File: config.mk
export PLATFORM = sky130hd
export DESIGN_NAME = csv_field_splitter_unit
export DESIGN_NICKNAME = d
export VERILOG_FILES = /design/src/sv/cfs_pkg.sv /design/src/sv/csv_field_splitter_unit.sv
export SDC_FILE = /design/constraint.sdc
export NUM_CORES = 1
export LEC_CHECK = 0
export BUFFER_PORTS_ARGS = -buffer_cell sky130_fd_sc_hd__buf_2
export CORE_ASPECT_RATIO = 1.75
export CORE_MARGIN = 2
export CORE_UTILIZATION = 50
export CTS_BUF_LIST = sky130_fd_sc_hd__clkbuf_16
export DETAILED_ROUTE_END_ITERATION = 12
export PLACE_DENSITY_LB_ADDON = 0.08
export SLEW_MARGIN = 20
export SYNTH_ARGS = -nofsm -noshare
export SYNTH_HDL_FRONTEND = slang
export SYNTH_SLANG_ARGS = --single-unit
File: constraint.sdc
create_clock -name clk_i -period 9.8 [get_ports clk_i]
set_input_delay 0 -clock clk_i [delete_from_list [all_inputs] [get_ports clk_i]]
set_output_delay 0 -clock clk_i [all_outputs]
set_load 0.02 [all_outputs]
File: src/sv/cfs_pkg.sv
// Package for the CSV field splitter: request and result types,
// configuration register indexes and field widths. No dependencies.
package cfs_pkg;

  localparam int unsigned ByteW = 8;
  localparam int unsigned NumW  = 13;
  localparam int unsigned CfgIdxW = 2;

  typedef enum logic [CfgIdxW-1:0] {
    CFG_QUOTE = 2'd0,
    CFG_DELIM = 2'd1,
    CFG_TRIM  = 2'd2
  } cfg_idx_e;

  localparam logic [ByteW-1:0] QuoteReset = 8'd34;
  localparam logic [ByteW-1:0] DelimReset = 8'd44;

  typedef struct packed {
    logic [ByteW-1:0] data_byte;
    logic             end_of_line;
  } in_item_t;

  typedef struct packed {
    logic [NumW-1:0] field_number;
    logic [NumW-1:0] keep_start;
    logic [NumW-1:0] field_length;
    logic            row_done;
    logic            line_overflow;
  } out_item_t;

endpackage

File: src/sv/csv_field_splitter_unit.sv
// Result path: a field result is registered, at the edge that accepts the closing byte or
// end-of-line request: into the output register, offered next cycle, else into the skid.
// Throughput: one request per cycle; a two-entry result stage (output register
// plus skid) lets requests flow while a result waits; input stalls only when both hold one.
// Reset: line state cleared, quote 34, delimiter 44, trimming off, no result pending.
// Depends on cfs_pkg.
module csv_field_splitter_unit #(
  parameter int unsigned MAX_LINE_BYTES = 4096
) (
  input  logic                                clk_i,
  input  logic                                rst_ni,
  input  logic                                in_valid_i,
  output logic                                in_stall_o,
  input  cfs_pkg::in_item_t                   in_data_i,
  output logic                                out_valid_o,
  input  logic                                out_stall_i,
  output cfs_pkg::out_item_t                  out_data_o,
  input  logic                                cfg_we_i,
  input  logic [cfs_pkg::CfgIdxW-1:0]         cfg_index_i,
  input  logic [cfs_pkg::ByteW-1:0]           cfg_data_i
);
  import cfs_pkg::*;

  localparam int unsigned PW = $clog2(MAX_LINE_BYTES + 1);
  localparam logic [PW-1:0] MaxPos = PW'(MAX_LINE_BYTES);
  localparam logic [NumW-1:0] CntMax = {NumW{1'b1}};

  logic [ByteW-1:0] quote_q, delim_q;
  logic             trim_q;

  logic            quoted_q, quoted_d;
  logic [PW-1:0]   pos_q, pos_d;
  logic [PW-1:0]   begin_q, begin_d;
  logic [PW-1:0]   fnb_q, fnb_d, fni_q, fni_d, lnb_q, lnb_d, plnb_q, plnb_d;
  logic            fnb_v_q, fnb_v_d, fni_v_q, fni_v_d, lnb_v_q, lnb_v_d;
  logic            plnb_v_q, plnb_v_d;
  logic            fiq_q, fiq_d, liq_q, liq_d;
  logic [NumW-1:0] cnt_q, cnt_d;
  logic            ovf_q, ovf_d;

  out_item_t out_q, skid_q;
  logic      out_valid_q, skid_valid_q;

  logic       accept, pop, push;
  logic [7:0] b;
  logic       eol, is_q, is_d, blank;

  logic [PW-1:0] len, lo, hi, f_pos, l_pos, e_start, e_len;
  logic          strip1, strip2, stripped, f_ok, l_ok;
  out_item_t     res;

  assign accept = in_valid_i && !in_stall_o;
  assign pop    = out_valid_q && !out_stall_i;
  assign b      = in_data_i.data_byte;
  assign eol    = in_data_i.end_of_line;
  assign is_q   = (b == quote_q);
  assign is_d   = (b == delim_q);
  assign blank  = (b == 8'd32) || (b inside {[8'd9:8'd13]});

  // field boundary for [begin_q, pos_q)
  always_comb begin
    len      = pos_q - begin_q;
    strip1   = (len == PW'(1)) && fiq_q;
    strip2   = (len >= PW'(2)) && fiq_q && liq_q;
    stripped = strip1 || strip2;
    lo       = stripped ? begin_q + PW'(1) : begin_q;
    hi       = strip1 ? begin_q + PW'(1) : (strip2 ? pos_q - PW'(1) : pos_q);
    if (stripped) begin
      f_pos = fni_q;
      l_pos = plnb_q;
      f_ok  = fni_v_q && (fni_q < hi);
      l_ok  = plnb_v_q && (plnb_q >= lo);
    end else begin
      f_pos = fnb_q;
      l_pos = lnb_q;
      f_ok  = fnb_v_q;
      l_ok  = lnb_v_q;
    end
    if (lo >= hi) begin
      e_start = hi;
      e_len   = '0;
    end else if (!trim_q) begin
      e_start = lo;
      e_len   = hi - lo;
    end else if (!f_ok || !l_ok || (l_pos < f_pos)) begin
      e_start = hi;
      e_len   = '0;
    end else begin
      e_start = f_pos;
      e_len   = l_pos - f_pos + PW'(1);
    end
    res.field_number  = cnt_q;
    res.keep_start    = NumW'(e_start);
    res.field_length  = NumW'(e_len);
    res.row_done      = eol;
    res.line_overflow = ovf_q;
  end

  always_comb begin
    quoted_d = quoted_q;
    pos_d    = pos_q;
    begin_d  = begin_q;
    fnb_d    = fnb_q;
    fnb_v_d  = fnb_v_q;
    fni_d    = fni_q;
    fni_v_d  = fni_v_q;
    lnb_d    = lnb_q;
    lnb_v_d  = lnb_v_q;
    plnb_d   = plnb_q;
    plnb_v_d = plnb_v_q;
    fiq_d    = fiq_q;
    liq_d    = liq_q;
    cnt_d    = cnt_q;
    ovf_d    = ovf_q;
    push     = 1'b0;
    if (accept) begin
      if (eol) begin
        push     = (pos_q != '0) || ovf_q;
        quoted_d = 1'b0;
        pos_d    = '0;
        cnt_d    = '0;
        ovf_d    = 1'b0;
        begin_d  = '0;
        fnb_v_d  = 1'b0;
        fni_v_d  = 1'b0;
        lnb_v_d  = 1'b0;
        plnb_v_d = 1'b0;
        fiq_d    = 1'b0;
        liq_d    = 1'b0;
      end else if (pos_q >= MaxPos) begin
        ovf_d = 1'b1;
      end else if (!is_q && is_d && !quoted_q) begin
        push     = 1'b1;
        cnt_d    = (cnt_q < CntMax) ? cnt_q + NumW'(1) : cnt_q;
        begin_d  = pos_q + PW'(1);
        pos_d    = pos_q + PW'(1);
        fnb_v_d  = 1'b0;
        fni_v_d  = 1'b0;
        lnb_v_d  = 1'b0;
        plnb_v_d = 1'b0;
        fiq_d    = 1'b0;
        liq_d    = 1'b0;
      end else begin
        if (is_q) begin
          quoted_d = !quoted_q;
        end
        if (pos_q == begin_q) begin
          fiq_d = is_q;
        end
        liq_d    = is_q;
        plnb_d   = lnb_q;
        plnb_v_d = lnb_v_q;
        if (!blank) begin
          if (!fnb_v_q) begin
            fnb_d   = pos_q;
            fnb_v_d = 1'b1;
          end
          if ((pos_q > begin_q) && !fni_v_q) begin
            fni_d   = pos_q;
            fni_v_d = 1'b1;
          end
          lnb_d   = pos_q;
          lnb_v_d = 1'b1;
        end
        pos_d = pos_q + PW'(1);
      end
    end
  end

  always_ff @(posedge clk_i or negedge rst_ni) begin
    if (!rst_ni) begin
      quote_q  <= QuoteReset;
      delim_q  <= DelimReset;
      trim_q   <= 1'b0;
      quoted_q <= 1'b0;
      pos_q    <= '0;
      begin_q  <= '0;
      fnb_v_q  <= 1'b0;
      fni_v_q  <= 1'b0;
      lnb_v_q  <= 1'b0;
      plnb_v_q <= 1'b0;
      fiq_q    <= 1'b0;
      liq_q    <= 1'b0;
      cnt_q    <= '0;
      ovf_q    <= 1'b0;
    end else begin
      if (cfg_we_i) begin
        case (cfg_index_i)
          CFG_QUOTE: quote_q <= cfg_data_i;
          CFG_DELIM: delim_q <= cfg_data_i;
          CFG_TRIM:  trim_q  <= cfg_data_i[0];
          default: ;
        endcase
      end
      quoted_q <= quoted_d;
      pos_q    <= pos_d;
      begin_q  <= begin_d;
      fnb_v_q  <= fnb_v_d;
      fni_v_q  <= fni_v_d;
      lnb_v_q  <= lnb_v_d;
      plnb_v_q <= plnb_v_d;
      fiq_q    <= fiq_d;
      liq_q    <= liq_d;
      cnt_q    <= cnt_d;
      ovf_q    <= ovf_d;
    end
  end

  always_ff @(posedge clk_i) begin
    fnb_q  <= fnb_d;
    fni_q  <= fni_d;
    lnb_q  <= lnb_d;
    plnb_q <= plnb_d;
  end

  // result register and skid
  always_ff @(posedge clk_i or negedge rst_ni) begin
    if (!rst_ni) begin
      out_valid_q  <= 1'b0;
      skid_valid_q <= 1'b0;
    end else if (skid_valid_q) begin
      if (pop) begin
        skid_valid_q <= 1'b0;
      end
    end else if (push) begin
      if (out_valid_q && !pop) begin
        skid_valid_q <= 1'b1;
      end else begin
        out_valid_q <= 1'b1;
      end
    end else if (pop) begin
      out_valid_q <= 1'b0;
    end
  end

  always_ff @(posedge clk_i) begin
    if (skid_valid_q) begin
      if (pop) begin
        out_q <= skid_q;
      end
    end else if (push) begin
      if (out_valid_q && !pop) begin
        skid_q <= res;
      end else begin
        out_q <= res;
      end
    end
  end

  assign in_stall_o  = skid_valid_q;
  assign out_valid_o = out_valid_q;
  assign out_data_o  = out_q;

endmodule

==> metrics.cfg, run 1 <==
[worst_setup_path]
timing.critical_path.required_ns = 10.00
timing.critical_path.max_delay_family = compound AO/OA/AOI/OAI gates
timing.setup.critical_path_class = flop to flop
cp_num_buf_inv = 3
crit_fanout = 15
setup.worst_path.end_class = flop
cpPeakStageDelay_ns = 0.68
crit_path_top_delay_cell = sky130_fd_sc_hd__mux2i_1
cp_data_arrival_time_ns = 8.08
path_common_cell = sky130_fd_sc_hd__a21oi_1
timing.critical_path.from_type = flop

[timing]
layout_setup_ws_ns = 1.917
report.final.setup_viol = 0
final.hold.worst_slack_ns = 0.01226
final.setup.tns_ns = 0
timing.final.max_slew_violations = 0
worst_slew_margin_rel_pct = 28.08
maxClockFrequency_ghz = 0.1269
layout_worst_path_cycle_share_pct = 80.44
rsz_0062_raised_after_global_routing = false
timing.final.crit_period_ns = 7.883
worst-slew-pin-transition_ns = 1.079
finalClockSkew_ns = 0.01393
final-hold-violation-count = 0

[route]
post_drt_wl_per_cell_um = 24.44
number_of_nets_still_failing_antenna_checks_after_routing = 0
postRouteWirelength_mm = 40.52
drt-pass1-iter-count = 5
route.detailed.drc = 0
average_via_count_per_standard_cell = 6.158
route.vias.total = 10210
drt_iter0_markers = 731

[floorplanning]
core_area_um2 = 25240
dieArea_um2 = 27050
die_h_um = 216.1
start_util_pct = 50.91
placementRows = 77
die_w_um = 125.2
boundaryPins = 67

[power_and_ir_drop]
p_leak_nw = 5.726
power_density_nw_per_um2 = 242.9
worst_ir_drop_vdd_mv = 0.1604

[yosys]
syn-mean-instance-area_um2 = 10.20
ys.warnings.count = 0
ys_async_rst_share_pct = 32.66
synth.cell_area_um2 = 12850
synth-seq-cells = 199
synth.net_count = 1366
netlist_instances = 1260
synth.distinct_cells = 98
synth_enable_flop_cells = 134
synth_flop_cell = sky130_fd_sc_hd__edfxtp_1
synth.yosys.seq_area_share_pct = 44.02

[clock_network]
root_buffer = sky130_fd_sc_hd__clkbuf_16
cts.sink_count = 199
clock_tree_from_tritoncts = built
clk_pin_slew_worst_paths_ns = 0.08
cts-buffers-inserted = 17
max-clock-path-buffers = 2
cts_htree_levels = 4
clock_latency_ns = 0.47

[placement]
port_buffers = 66
detailed_place.area_um2 = 13520
place_ws_ns = 2.030
hpwl_mm = 31.41
finalWeightedCongestion = 0.9807

[grt]
antenna_found_initial = 0
grt_max_degree = 66
first_global_vias = 10538
track_usage_pct = 30.23
first_pass_grt_wire_length_mm = 61.01
overflow_after_grt = 0

[layout]
diodes = 0
post_route_cells_drive_above_1_share_pct = 15.57
post-route-cell-area_um2 = 14230
syn2layout_area_growth_pct = 10.71
finish.net_count = 1435

[run_status]
run_status = finished, final reports clean

[run]
maxCapViolCount = 0

[worst_hold_path]
hold_class = primary input to flop

-- routing by layer --
| layer | GRT usage (%) | vias up | wire (µm) | part of all wire, % |
|---|---|---|---|---|
| met5 | 0 | - | 0 | 0 |
| met2 | 55.31 | 331 | 21290 | 53 |
| met3 | 4.616 | 159 | 1318 | 3.3 |
| met1 | 29.06 | 4933 | 13950 | 34 |
| met4 | 26.19 | 0 | 3966 | 9.8 |
| li1 | - | 4787 | - | - |
-- sequential cells by signal (all words and copies together) (netlist names) --
register and count:
begin_q 13, cnt_q 13, plnb_v_q 1, lnb_v_q 1
fni_v_q 1, quote_q 8, fiq_q 1, in_stall_o 1
skid_q 41, plnb_q 13, quoted_q 1, trim_q 1
fnb_q 13, ovf_q 1, out_valid_o 1, liq_q 1
pos_q 13, out_data_o 41, lnb_q 13, delim_q 8
fni_q 13
-- cell families (layout without fill, tap and decap cells) --
family | after synthesis | count (layout) | synth area share, %
compound gates | 314 | 314 | 17.90
mux | 57 | 57 | 4.800
flops | 199 | 199 | 44.02
buf+inv | 130 | 212 | 4.225
simple gates | 395 | 395 | 14.90
fa+ha+maj | 83 | 83 | 8.470
xor+xnor | 82 | 82 | 5.696
-- path summary, 6_finish.rpt --
kind                                       end  cells after the start  slack (ns)          from
worst min-delay path               begin_q[12]                      2        0.01  in_data_i[0]
worst max-delay path            out_data_o[27]                     26        1.92      pos_q[0]
max in group asynchronous                liq_q                      3        8.95        rst_ni
min in group asynchronous             cnt_q[4]                      3        0.24        rst_ni
worst max register to register  out_data_o[27]                     26        1.92      pos_q[0]
worst min register to register       plnb_q[6]                      0        0.45      lnb_q[6]
-- per-stage QoR --
step / utilization [%] / cells / total power [mW]
final: 56.36 / 1658 / 3.456
after global routing: 56.36 / 1658 / 3.631
after floorplan: - / 1260 / 2.323
after CTS: 56.36 / 1658 / 3.454
after global placement: 53.53 / 1613 / 2.734
after detailed placement: 53.55 / 1613 / 2.751
-- power by group --
group / switching (mW) / internal, mW / total [mW]
combinational: 1.01 / 0.557 / 1.56
clock: 0.360 / 0.340 / 0.700
sequential: 0.104 / 1.09 / 1.19
total: 1.47 / 1.99 / 3.46
-- cell usage in the layout, fill, tap and decap left out, types with 5 or more instances in the layout --
master,synthesis,final
sky130_fd_sc_hd__nand4_1,15,15
sky130_fd_sc_hd__a211oi_1,7,7
sky130_fd_sc_hd__buf_2,5,66
sky130_fd_sc_hd__o21ai_1,10,10
sky130_fd_sc_hd__fa_1,7,7
sky130_fd_sc_hd__mux2i_1,20,20
sky130_fd_sc_hd__a22oi_1,7,6
sky130_fd_sc_hd__nand3_1,35,35
sky130_fd_sc_hd__nor3_1,26,26
sky130_fd_sc_hd__a31oi_1,8,8
sky130_fd_sc_hd__xor2_1,19,19
sky130_fd_sc_hd__o22ai_1,9,9
sky130_fd_sc_hd__a21o_1,13,13
sky130_fd_sc_hd__or3_1,6,6
sky130_fd_sc_hd__ha_1,75,75
sky130_fd_sc_hd__o21a_1,10,10
sky130_fd_sc_hd__nand2_1,140,140
sky130_fd_sc_hd__edfxtp_1,134,134
sky130_fd_sc_hd__o211ai_1,13,13
sky130_fd_sc_hd__nor4_1,8,8
sky130_fd_sc_hd__a21oi_1,60,60
sky130_fd_sc_hd__o221ai_2,10,10
sky130_fd_sc_hd__clkbuf_16,0,17
sky130_fd_sc_hd__o32a_1,12,12
sky130_fd_sc_hd__dfrtp_1,60,59
sky130_fd_sc_hd__o211a_1,5,5
sky130_fd_sc_hd__nand2b_1,13,13
sky130_fd_sc_hd__buf_4,1,23
sky130_fd_sc_hd__mux2_2,37,37
sky130_fd_sc_hd__and3_1,14,13
sky130_fd_sc_hd__xnor2_1,62,62
sky130_fd_sc_hd__dfstp_2,5,5
sky130_fd_sc_hd__inv_1,76,76
sky130_fd_sc_hd__nor2_1,91,91
sky130_fd_sc_hd__o31ai_1,12,12
sky130_fd_sc_hd__nor2b_1,14,14
sky130_fd_sc_hd__o21ai_0,75,75
sky130_fd_sc_hd__dlygate4sd3_1,0,13
-- timing repair --
action                                 CTS  global route
setup endpoints to repair                0             0
hold buffers                            13             0
setup buffers                            0             0
gates resized for setup                  0             0
endpoints found under the hold margin   79             0
-- cells in the mapped netlist, drive strengths merged, types with 20 or more instances --
cell	instances	share of area, %
edfxtp	134	31
clkbuf	37	1.1
nor2	92	2.7
nand3	35	1.4
ha	75	7.3
nand2	140	4.1
mux2	37	3.2
o21ai	86	3.4
nor3	27	1.1
xnor2	62	4.2
a21oi	63	2.6
dfrtp	60	12
mux2i	20	1.6
inv	78	2.3
-- final cells by class --
class,count,area [µm²]
Fill cell,2274,11010
Multi-Input combinational cell,931,6669
Sequential cell,199,5658
Timing Repair Buffer,102,633.1
Clock buffer,17,425.4
Tap cell,316,395.4
Inverter,78,292.8
Clock inverter,15,153.9
No activity file was read; power rests on OpenSTA's default activity.
==> inputs of run 2 (changes only) <==
==> constraint.sdc (replaced) <==
create_clock -name clk_i -period 8.2 [get_ports clk_i]
set_input_delay 0 -clock clk_i [delete_from_list [all_inputs] [get_ports clk_i]]
set_output_delay 0 -clock clk_i [all_outputs]
set_load 0.02 [all_outputs]
==> run 2 against run 1 <==
  * Count of clock-buffer cells in the layout is the same
  * Non-clock buffer count grew 23
  * Sequential share of layout area shrank 0.49 points
  * Fmax grew 2.7%
  * Cell count grew 1.4%
  * Highest routed layer unchanged
  * Clock power grew 22%
  * Die area is the same
==> metrics.cfg, run 2 (synthesis results as in run 1) <==
[worst_hold_path]
holdPathStages = 2  ; unchanged
endpoint_with_the_worst_hold_slack = begin_q[12]  ; unchanged
hold_path_startpoint = in_data_i[0]  ; unchanged
hold_class = primary input to flop  ; unchanged

[clock_network]
clk_pin_slew_worst_paths_ns = 0.08  ; about the same
postCtsSetupRepairBufs = 0  ; unchanged
cts-buffers-inserted = 17  ; unchanged
cts.sink_count = 199  ; unchanged
cts_htree_levels = 4  ; unchanged
root_buffer = sky130_fd_sc_hd__clkbuf_16  ; unchanged
clock_tree_from_tritoncts = built  ; unchanged
clock_latency_ns = 0.47  ; about the same
max-clock-path-buffers = 2  ; unchanged

[worst_setup_path]
timing.critical_path.required_ns = 8.43  ; was 10.00 ns
cp_data_arrival_time_ns = 7.90  ; was 8.08 ns
reg2reg_to = out_data_o[15]  ; was out_data_o[27]
cpPeakStageDelay_ns = 0.64  ; was 0.68 ns
cp_num_buf_inv = 1  ; was 3
crit_fanout = 13  ; was 15
path_common_cell = sky130_fd_sc_hd__a21oi_1  ; unchanged
ff2ff_path_depth = 26  ; unchanged
setup.worst_path.end_class = flop  ; unchanged
crit_path_top_delay_cell = sky130_fd_sc_hd__a2111o_1  ; was sky130_fd_sc_hd__mux2i_1
timing.critical_path.from_type = flop  ; unchanged
critical_path.reg2reg.startpoint = pos_q[0]  ; unchanged
timing.setup.critical_path_class = flop to flop  ; unchanged
timing.critical_path.max_delay_family = compound AO/OA/AOI/OAI gates  ; unchanged
ff2ff_setup_slack_ns = 0.52  ; was 1.92 ns

[route]
average_via_count_per_standard_cell = 6.119  ; was 6.158
number_of_nets_still_failing_antenna_checks_after_routing = 0  ; unchanged
route.vias.total = 10286  ; was 10210
drt-pass1-iter-count = 7  ; was 5
post_drt_wl_per_cell_um = 25.11  ; was 24.44 µm
drt_iter0_markers = 654  ; was 731
route.detailed.drc = 0  ; unchanged
postRouteWirelength_mm = 42.22  ; was 40.52 mm

[layout]
syn2layout_area_growth_pct = 12.09  ; was 10.71%
post-route-cell-area_um2 = 14410  ; was 14230 µm²
finish.net_count = 1458  ; was 1435
final_core_utilization_pct = 57.07  ; was 56.36%
diodes = 0  ; unchanged
post_route_cells_drive_above_1_share_pct = 17.00  ; was 15.57%
fillCellCount = 2303  ; was 2274
final_common_cell = sky130_fd_sc_hd__nand2_1  ; unchanged
post_layout_nonfiller_instances = 1681  ; was 1658
mostFrequentLayoutCells = sky130_fd_sc_hd__nand2_1, sky130_fd_sc_hd__edfxtp_1, sky130_fd_sc_hd__nor2_1  ; unchanged

[grt]
overflow_after_grt = 0  ; unchanged
met1_track_demand_over_resource_in_global_routing_pct = 30.04  ; was 29.06%
global_routing_usage_on_met3_pct = 4.419  ; was 4.616%
track_usage_pct = 31.48  ; was 30.23%
grt_max_degree = 66  ; unchanged
antenna_found_initial = 0  ; unchanged
first_pass_grt_wire_length_mm = 62.69  ; was 61.01 mm
first_global_vias = 10423  ; was 10538
globalRoute.busiestLayer = met2  ; unchanged
use_met2_pct = 57.83  ; was 55.31%

[placement]
finalWeightedCongestion = 1.018  ; was 0.9807
hpwl_mm = 32.15  ; was 31.41 mm
placed_cells_incl_taps = 1636  ; was 1613
detailed_place.area_um2 = 13690  ; was 13520 µm²
port_buffers = 66  ; unchanged

[floorplanning]
dieArea_um2 = 27050  ; unchanged
start_util_pct = 50.91  ; unchanged
placementRows = 77  ; unchanged
core_area_um2 = 25240  ; unchanged
boundaryPins = 67  ; unchanged
die_w_um = 125.2  ; unchanged
die_h_um = 216.1  ; unchanged

[timing]
report.final.setup_viol = 0  ; unchanged
timing.final.max_slew_violations = 0  ; unchanged
rsz_0062_raised_after_global_routing = false  ; unchanged
worst_slew_margin_rel_pct = 25.78  ; was 28.08%
final.hold.worst_slack_ns = 0.03462  ; was 0.01226 ns
finalClockSkew_ns = 0.02175  ; was 0.01393 ns
final-hold-violation-count = 0  ; unchanged
maxClockFrequency_ghz = 0.1302  ; was 0.1269 GHz
timing.final.crit_period_ns = 7.678  ; was 7.883 ns
worst-slew-pin-transition_ns = 1.113  ; was 1.079 ns
final.setup.tns_ns = 0  ; unchanged
layout_worst_path_cycle_share_pct = 93.64  ; was 80.44%

[power_and_ir_drop]
worst_ir_drop_vdd_mv = 0.1751  ; was 0.1604 mV
p_leak_nw = 5.840  ; was 5.726 nW
power_density_nw_per_um2 = 293.1  ; was 242.9 nW/µm²

[run_status]
run_status = finished, final reports clean  ; unchanged

[run]
maxCapViolCount = 0  ; unchanged

-- run 2: cell types whose count changed in the layout (fill, tap and decap cells not counted), sizes merged --
cell and delta:
buf +23, bufinv +1, clkinv -3, inv +2
-- run 2: worst register-to-register path: cells and delay by family (launching register included) --
kind | cells | cell delay [ns]
compound gates | 16 | 4.36
simple gates | 5 | 1.15
fa+ha+maj | 3 | 1.04
flops | 1 | 0.53
buf+inv | 1 | 0.22
xor+xnor | 1 | 0.13
-- run 2: layout make-up --
cell class	instances	area, µm²	share of cell area, %
Sequential cell	199	5658	39.28
Timing Repair Buffer	125	805.8	5.594
Clock buffer	17	425.4	2.953
Clock inverter	15	158.9	1.103
Inverter	78	292.8	2.032
Tap cell	316	395.4	2.745
Multi-Input combinational cell	931	6669	46.30
-- run 2: metal layers --
| metal | vias up | share of wire (%) | wire, µm |
|---|---|---|---|
| li1 | 4825 | - | - |
| met1 | 4971 | 33 | 14020 |
| met2 | 346 | 53 | 22410 |
| met3 | 144 | 3.7 | 1571 |
| met4 | 0 | 10 | 4220 |
| met5 | - | 0 | 0 |
-- run 2: what timing repair did --
item / 4_1_cts / 5_1_grt
hold endpoints to repair: 79 / 0
hold buffers: 13 / 0
gates resized for setup: 0 / 0
-- run 2: how the worst max path moves through the flow --
| stage | startpoint | to | slack, ns | cells past startpoint |
|---|---|---|---|---|
| floorplan | pos_q[0] | out_data_o[14] | 1.94 | 29 |
| finish | pos_q[0] | out_data_o[15] | 0.52 | 26 |
| CTS | pos_q[0] | out_data_o[15] | 0.59 | 26 |
| global route | pos_q[0] | out_data_o[15] | 0.03 | 26 |
| detailed placement | pos_q[0] | out_data_o[15] | 0.62 | 26 |
| global placement | pos_q[0] | out_data_o[15] | 0.77 | 26 |
-- run 2: metrics by stage --
step | setup WS [ns] | power (mW)
final | 0.5218 | 4.223
after CTS | 0.5869 | 4.213
after detailed placement | 0.6219 | 3.352
after global placement | 0.7717 | 3.334
after global routing | 0.03321 | 4.433
after floorplan | 1.935 | 2.777
-- run 2: report_power, final --
group	switching [mW]	internal (mW)	total (mW)
registers	0.109	1.30	1.41
logic	1.26	0.698	1.96
clock network	0.423	0.432	0.855
==> inputs of run 3 (changes only) <==
--- a/config.mk
+++ b/config.mk
@@ -8,9 +8,10 @@
 export BUFFER_PORTS_ARGS = -buffer_cell sky130_fd_sc_hd__buf_2
 export CORE_ASPECT_RATIO = 1.75
 export CORE_MARGIN = 2
-export CORE_UTILIZATION = 50
+export CORE_UTILIZATION = 30
 export CTS_BUF_LIST = sky130_fd_sc_hd__clkbuf_16
 export DETAILED_ROUTE_END_ITERATION = 12
+export HOLD_SLACK_MARGIN = 0.1
 export PLACE_DENSITY_LB_ADDON = 0.08
 export SLEW_MARGIN = 20
 export SYNTH_ARGS = -nofsm -noshare
==> run 3 against run 2 <==
  * Die area grew 65%
  * Count of clock-buffer cells in the layout grew 1
  * Total power grew 1.6%
  * Critical endpoint is now out_data_o[21]
  * Largest power group unchanged
==> metrics.cfg, run 3 (synthesis results as in run 1) <==
[run_status]
run_status = finished, final reports clean  ; unchanged

[power_and_ir_drop]
p_leak_nw = 5.968  ; was 5.840 nW
power_density_nw_per_um2 = 287.4  ; was 293.1 nW/µm²
worst_ir_drop_vdd_mv = 0.1534  ; was 0.1751 mV

[grt]
grt_max_degree = 66  ; unchanged
met1_track_demand_over_resource_in_global_routing_pct = 19.82  ; was 30.04%
globalRoute.busiestLayer = met2  ; unchanged
track_usage_pct = 21.34  ; was 31.48%
antenna_found_initial = 0  ; unchanged
first_pass_grt_wire_length_mm = 69.49  ; was 62.69 mm
overflow_after_grt = 0  ; unchanged
use_met2_pct = 41.89  ; was 57.83%
first_global_vias = 10728  ; was 10423
global_routing_usage_on_met3_pct = 2.347  ; was 4.419%

[timing]
report.final.setup_viol = 0  ; unchanged
layout_setup_ws_ns = 0.6041  ; was 0.5218 ns
maxClockFrequency_ghz = 0.1317  ; was 0.1302 GHz
final.hold.worst_slack_ns = 0.1194  ; was 0.03462 ns
worst-slew-pin-transition_ns = 1.021  ; was 1.113 ns
rsz_0062_raised_after_global_routing = false  ; unchanged
final-hold-violation-count = 0  ; unchanged
worst_slew_margin_rel_pct = 31.97  ; was 25.78%
final.setup.tns_ns = 0  ; unchanged
timing.final.max_slew_violations = 0  ; unchanged
timing.final.crit_period_ns = 7.596  ; was 7.678 ns
finalClockSkew_ns = 0.01973  ; was 0.02175 ns
layout_worst_path_cycle_share_pct = 92.63  ; was 93.64%

[route]
drt-pass1-iter-count = 5  ; was 7
postRouteWirelength_mm = 46.90  ; was 42.22 mm
route.vias.total = 10314  ; was 10286
route.detailed.drc = 0  ; unchanged
drt_iter0_markers = 512  ; was 654
average_via_count_per_standard_cell = 5.284  ; was 6.119
number_of_nets_still_failing_antenna_checks_after_routing = 0  ; unchanged
post_drt_wl_per_cell_um = 24.03  ; was 25.11 µm

[floorplanning]
dieArea_um2 = 44570  ; was 27050 µm²
die_h_um = 277.8  ; was 216.1 µm
start_util_pct = 30.30  ; was 50.91%
core_area_um2 = 42420  ; was 25240 µm²
die_w_um = 160.5  ; was 125.2 µm
placementRows = 100  ; was 77
boundaryPins = 67  ; unchanged

[layout]
final_core_utilization_pct = 35.20  ; was 57.07%
finish.net_count = 1484  ; was 1458
post_route_cells_drive_above_1_share_pct = 18.26  ; was 17.00%
post_layout_nonfiller_instances = 1952  ; was 1681
diodes = 0  ; unchanged
mostFrequentLayoutCells = sky130_fd_sc_hd__nand2_1, sky130_fd_sc_hd__edfxtp_1, sky130_fd_sc_hd__nor2_1  ; unchanged
fillCellCount = 4305  ; was 2303
final_common_cell = sky130_fd_sc_hd__nand2_1  ; unchanged
syn2layout_area_growth_pct = 16.18  ; was 12.09%

[clock_network]
clock_tree_from_tritoncts = built  ; unchanged
clock_latency_ns = 0.46  ; was 0.47 ns
cts-buffers-inserted = 17  ; unchanged
cts.sink_count = 199  ; unchanged
postCtsResizedCells = 0  ; unchanged
cts_htree_levels = 4  ; unchanged
root_buffer = sky130_fd_sc_hd__clkbuf_16  ; unchanged
clk_pin_slew_worst_paths_ns = 0.09  ; was 0.08 ns
max-clock-path-buffers = 2  ; unchanged

[placement]
hpwl_mm = 37.23  ; was 32.15 mm
finalWeightedCongestion = 0.9244  ; was 1.018
placed_cells_incl_taps = 1902  ; was 1636
place_ws_ns = 0.6831  ; was 0.6219 ns
port_buffers = 66  ; unchanged

[worst_setup_path]
timing.critical_path.required_ns = 8.49  ; was 8.43 ns
critical_path.reg2reg.startpoint = begin_q[4]  ; was pos_q[0]
cp_data_arrival_time_ns = 7.88  ; was 7.90 ns
crit_fanout = 8  ; was 13
timing.critical_path.from = begin_q[4]  ; was pos_q[0]
timing.critical_path.from_type = flop  ; unchanged
timing.setup.critical_path_class = flop to flop  ; unchanged
setup.worst_path.end_class = flop  ; unchanged

[worst_hold_path]
hold_class = primary input to flop  ; unchanged
hold_path_startpoint = in_valid_i  ; was in_data_i[0]

[run]
maxCapViolCount = 0  ; unchanged

-- run 3: final timing paths --
kind                             endpoint  slack (ns)  cells after the start
max                        out_data_o[21]        0.60                     26
min                                 liq_q        0.12                      5
max reg2reg                out_data_o[21]        0.60                     26
min reg2reg                     plnb_q[0]        0.46                      0
max in group asynchronous      quote_q[4]        7.30                      3
min in group asynchronous        cnt_q[5]        0.26                      3
-- run 3: worst max-delay path, cell delays in order (launching register included) --
cell and delay [ns]:
sky130_fd_sc_hd__dfrtp_1 0.60, sky130_fd_sc_hd__inv_1 0.12, sky130_fd_sc_hd__ha_1 0.41, sky130_fd_sc_hd__o211a_1 0.20, sky130_fd_sc_hd__o31a_1 0.16, sky130_fd_sc_hd__o31ai_1 0.40
sky130_fd_sc_hd__mux2_2 0.44, sky130_fd_sc_hd__o211a_4 0.20, sky130_fd_sc_hd__a2111oi_4 0.46, sky130_fd_sc_hd__or2b_1 0.28, sky130_fd_sc_hd__or2_2 0.31, sky130_fd_sc_hd__xnor2_1 0.13
sky130_fd_sc_hd__a21oi_1 0.52, sky130_fd_sc_hd__ha_1 0.36, sky130_fd_sc_hd__a21o_1 0.16, sky130_fd_sc_hd__a21oi_1 0.13, sky130_fd_sc_hd__nor2b_1 0.06, sky130_fd_sc_hd__o21ai_0 0.16
sky130_fd_sc_hd__a21oi_1 0.14, sky130_fd_sc_hd__a211oi_1 0.31, sky130_fd_sc_hd__o22ai_1 0.12, sky130_fd_sc_hd__a311oi_1 0.36, sky130_fd_sc_hd__o21ai_1 0.24, sky130_fd_sc_hd__a2111o_1 0.54
sky130_fd_sc_hd__buf_4 0.19, sky130_fd_sc_hd__o32a_1 0.19, sky130_fd_sc_hd__o221ai_2 0.20
-- run 3: per-layer routing --
layer / part of all wire (%) / up-vias
li1: - / 4871
met1: 33 / 5070
met2: 56 / 256
met3: 2.3 / 117
met4: 8.3 / 0
met5: 0 / -
-- run 3: final cells by class --
type                    count  area [µm²]  share of cell area (%)
clock buffers              18       450.4                   3.017
flip-flops and latches    199        5658                   37.89
repair buffers            151        1013                   6.788
multi-input cells         931        6663                   44.62
well taps                 561       701.9                   4.701
clock inverters            14       151.4                   1.014
inverters                  78       292.8                   1.961
-- run 3: per-stage QoR --
| step | cell area [µm²] | power [mW] |
|---|---|---|
| finish | 14930 | 4.291 |
| global route | 14930 | 4.542 |
| CTS | 14930 | 4.348 |
| detailed placement | 14150 | 3.445 |
| global placement | 14150 | 3.443 |
| floorplan | 12850 | 2.777 |
-- run 3: where the power goes --
| group | internal [mW] | switching [mW] |
|---|---|---|
| logic | 0.725 | 1.30 |
| registers | 1.30 | 0.0893 |
| clock network | 0.427 | 0.448 |
-- run 3: timing repair --
| action | 4_1_cts | 5_1_grt |
|---|---|---|
| setup endpoints to repair | 0 | 0 |
| setup buffers | 0 | 0 |
| hold buffers | 18 | 0 |
| hold endpoints to repair | 86 | 0 |
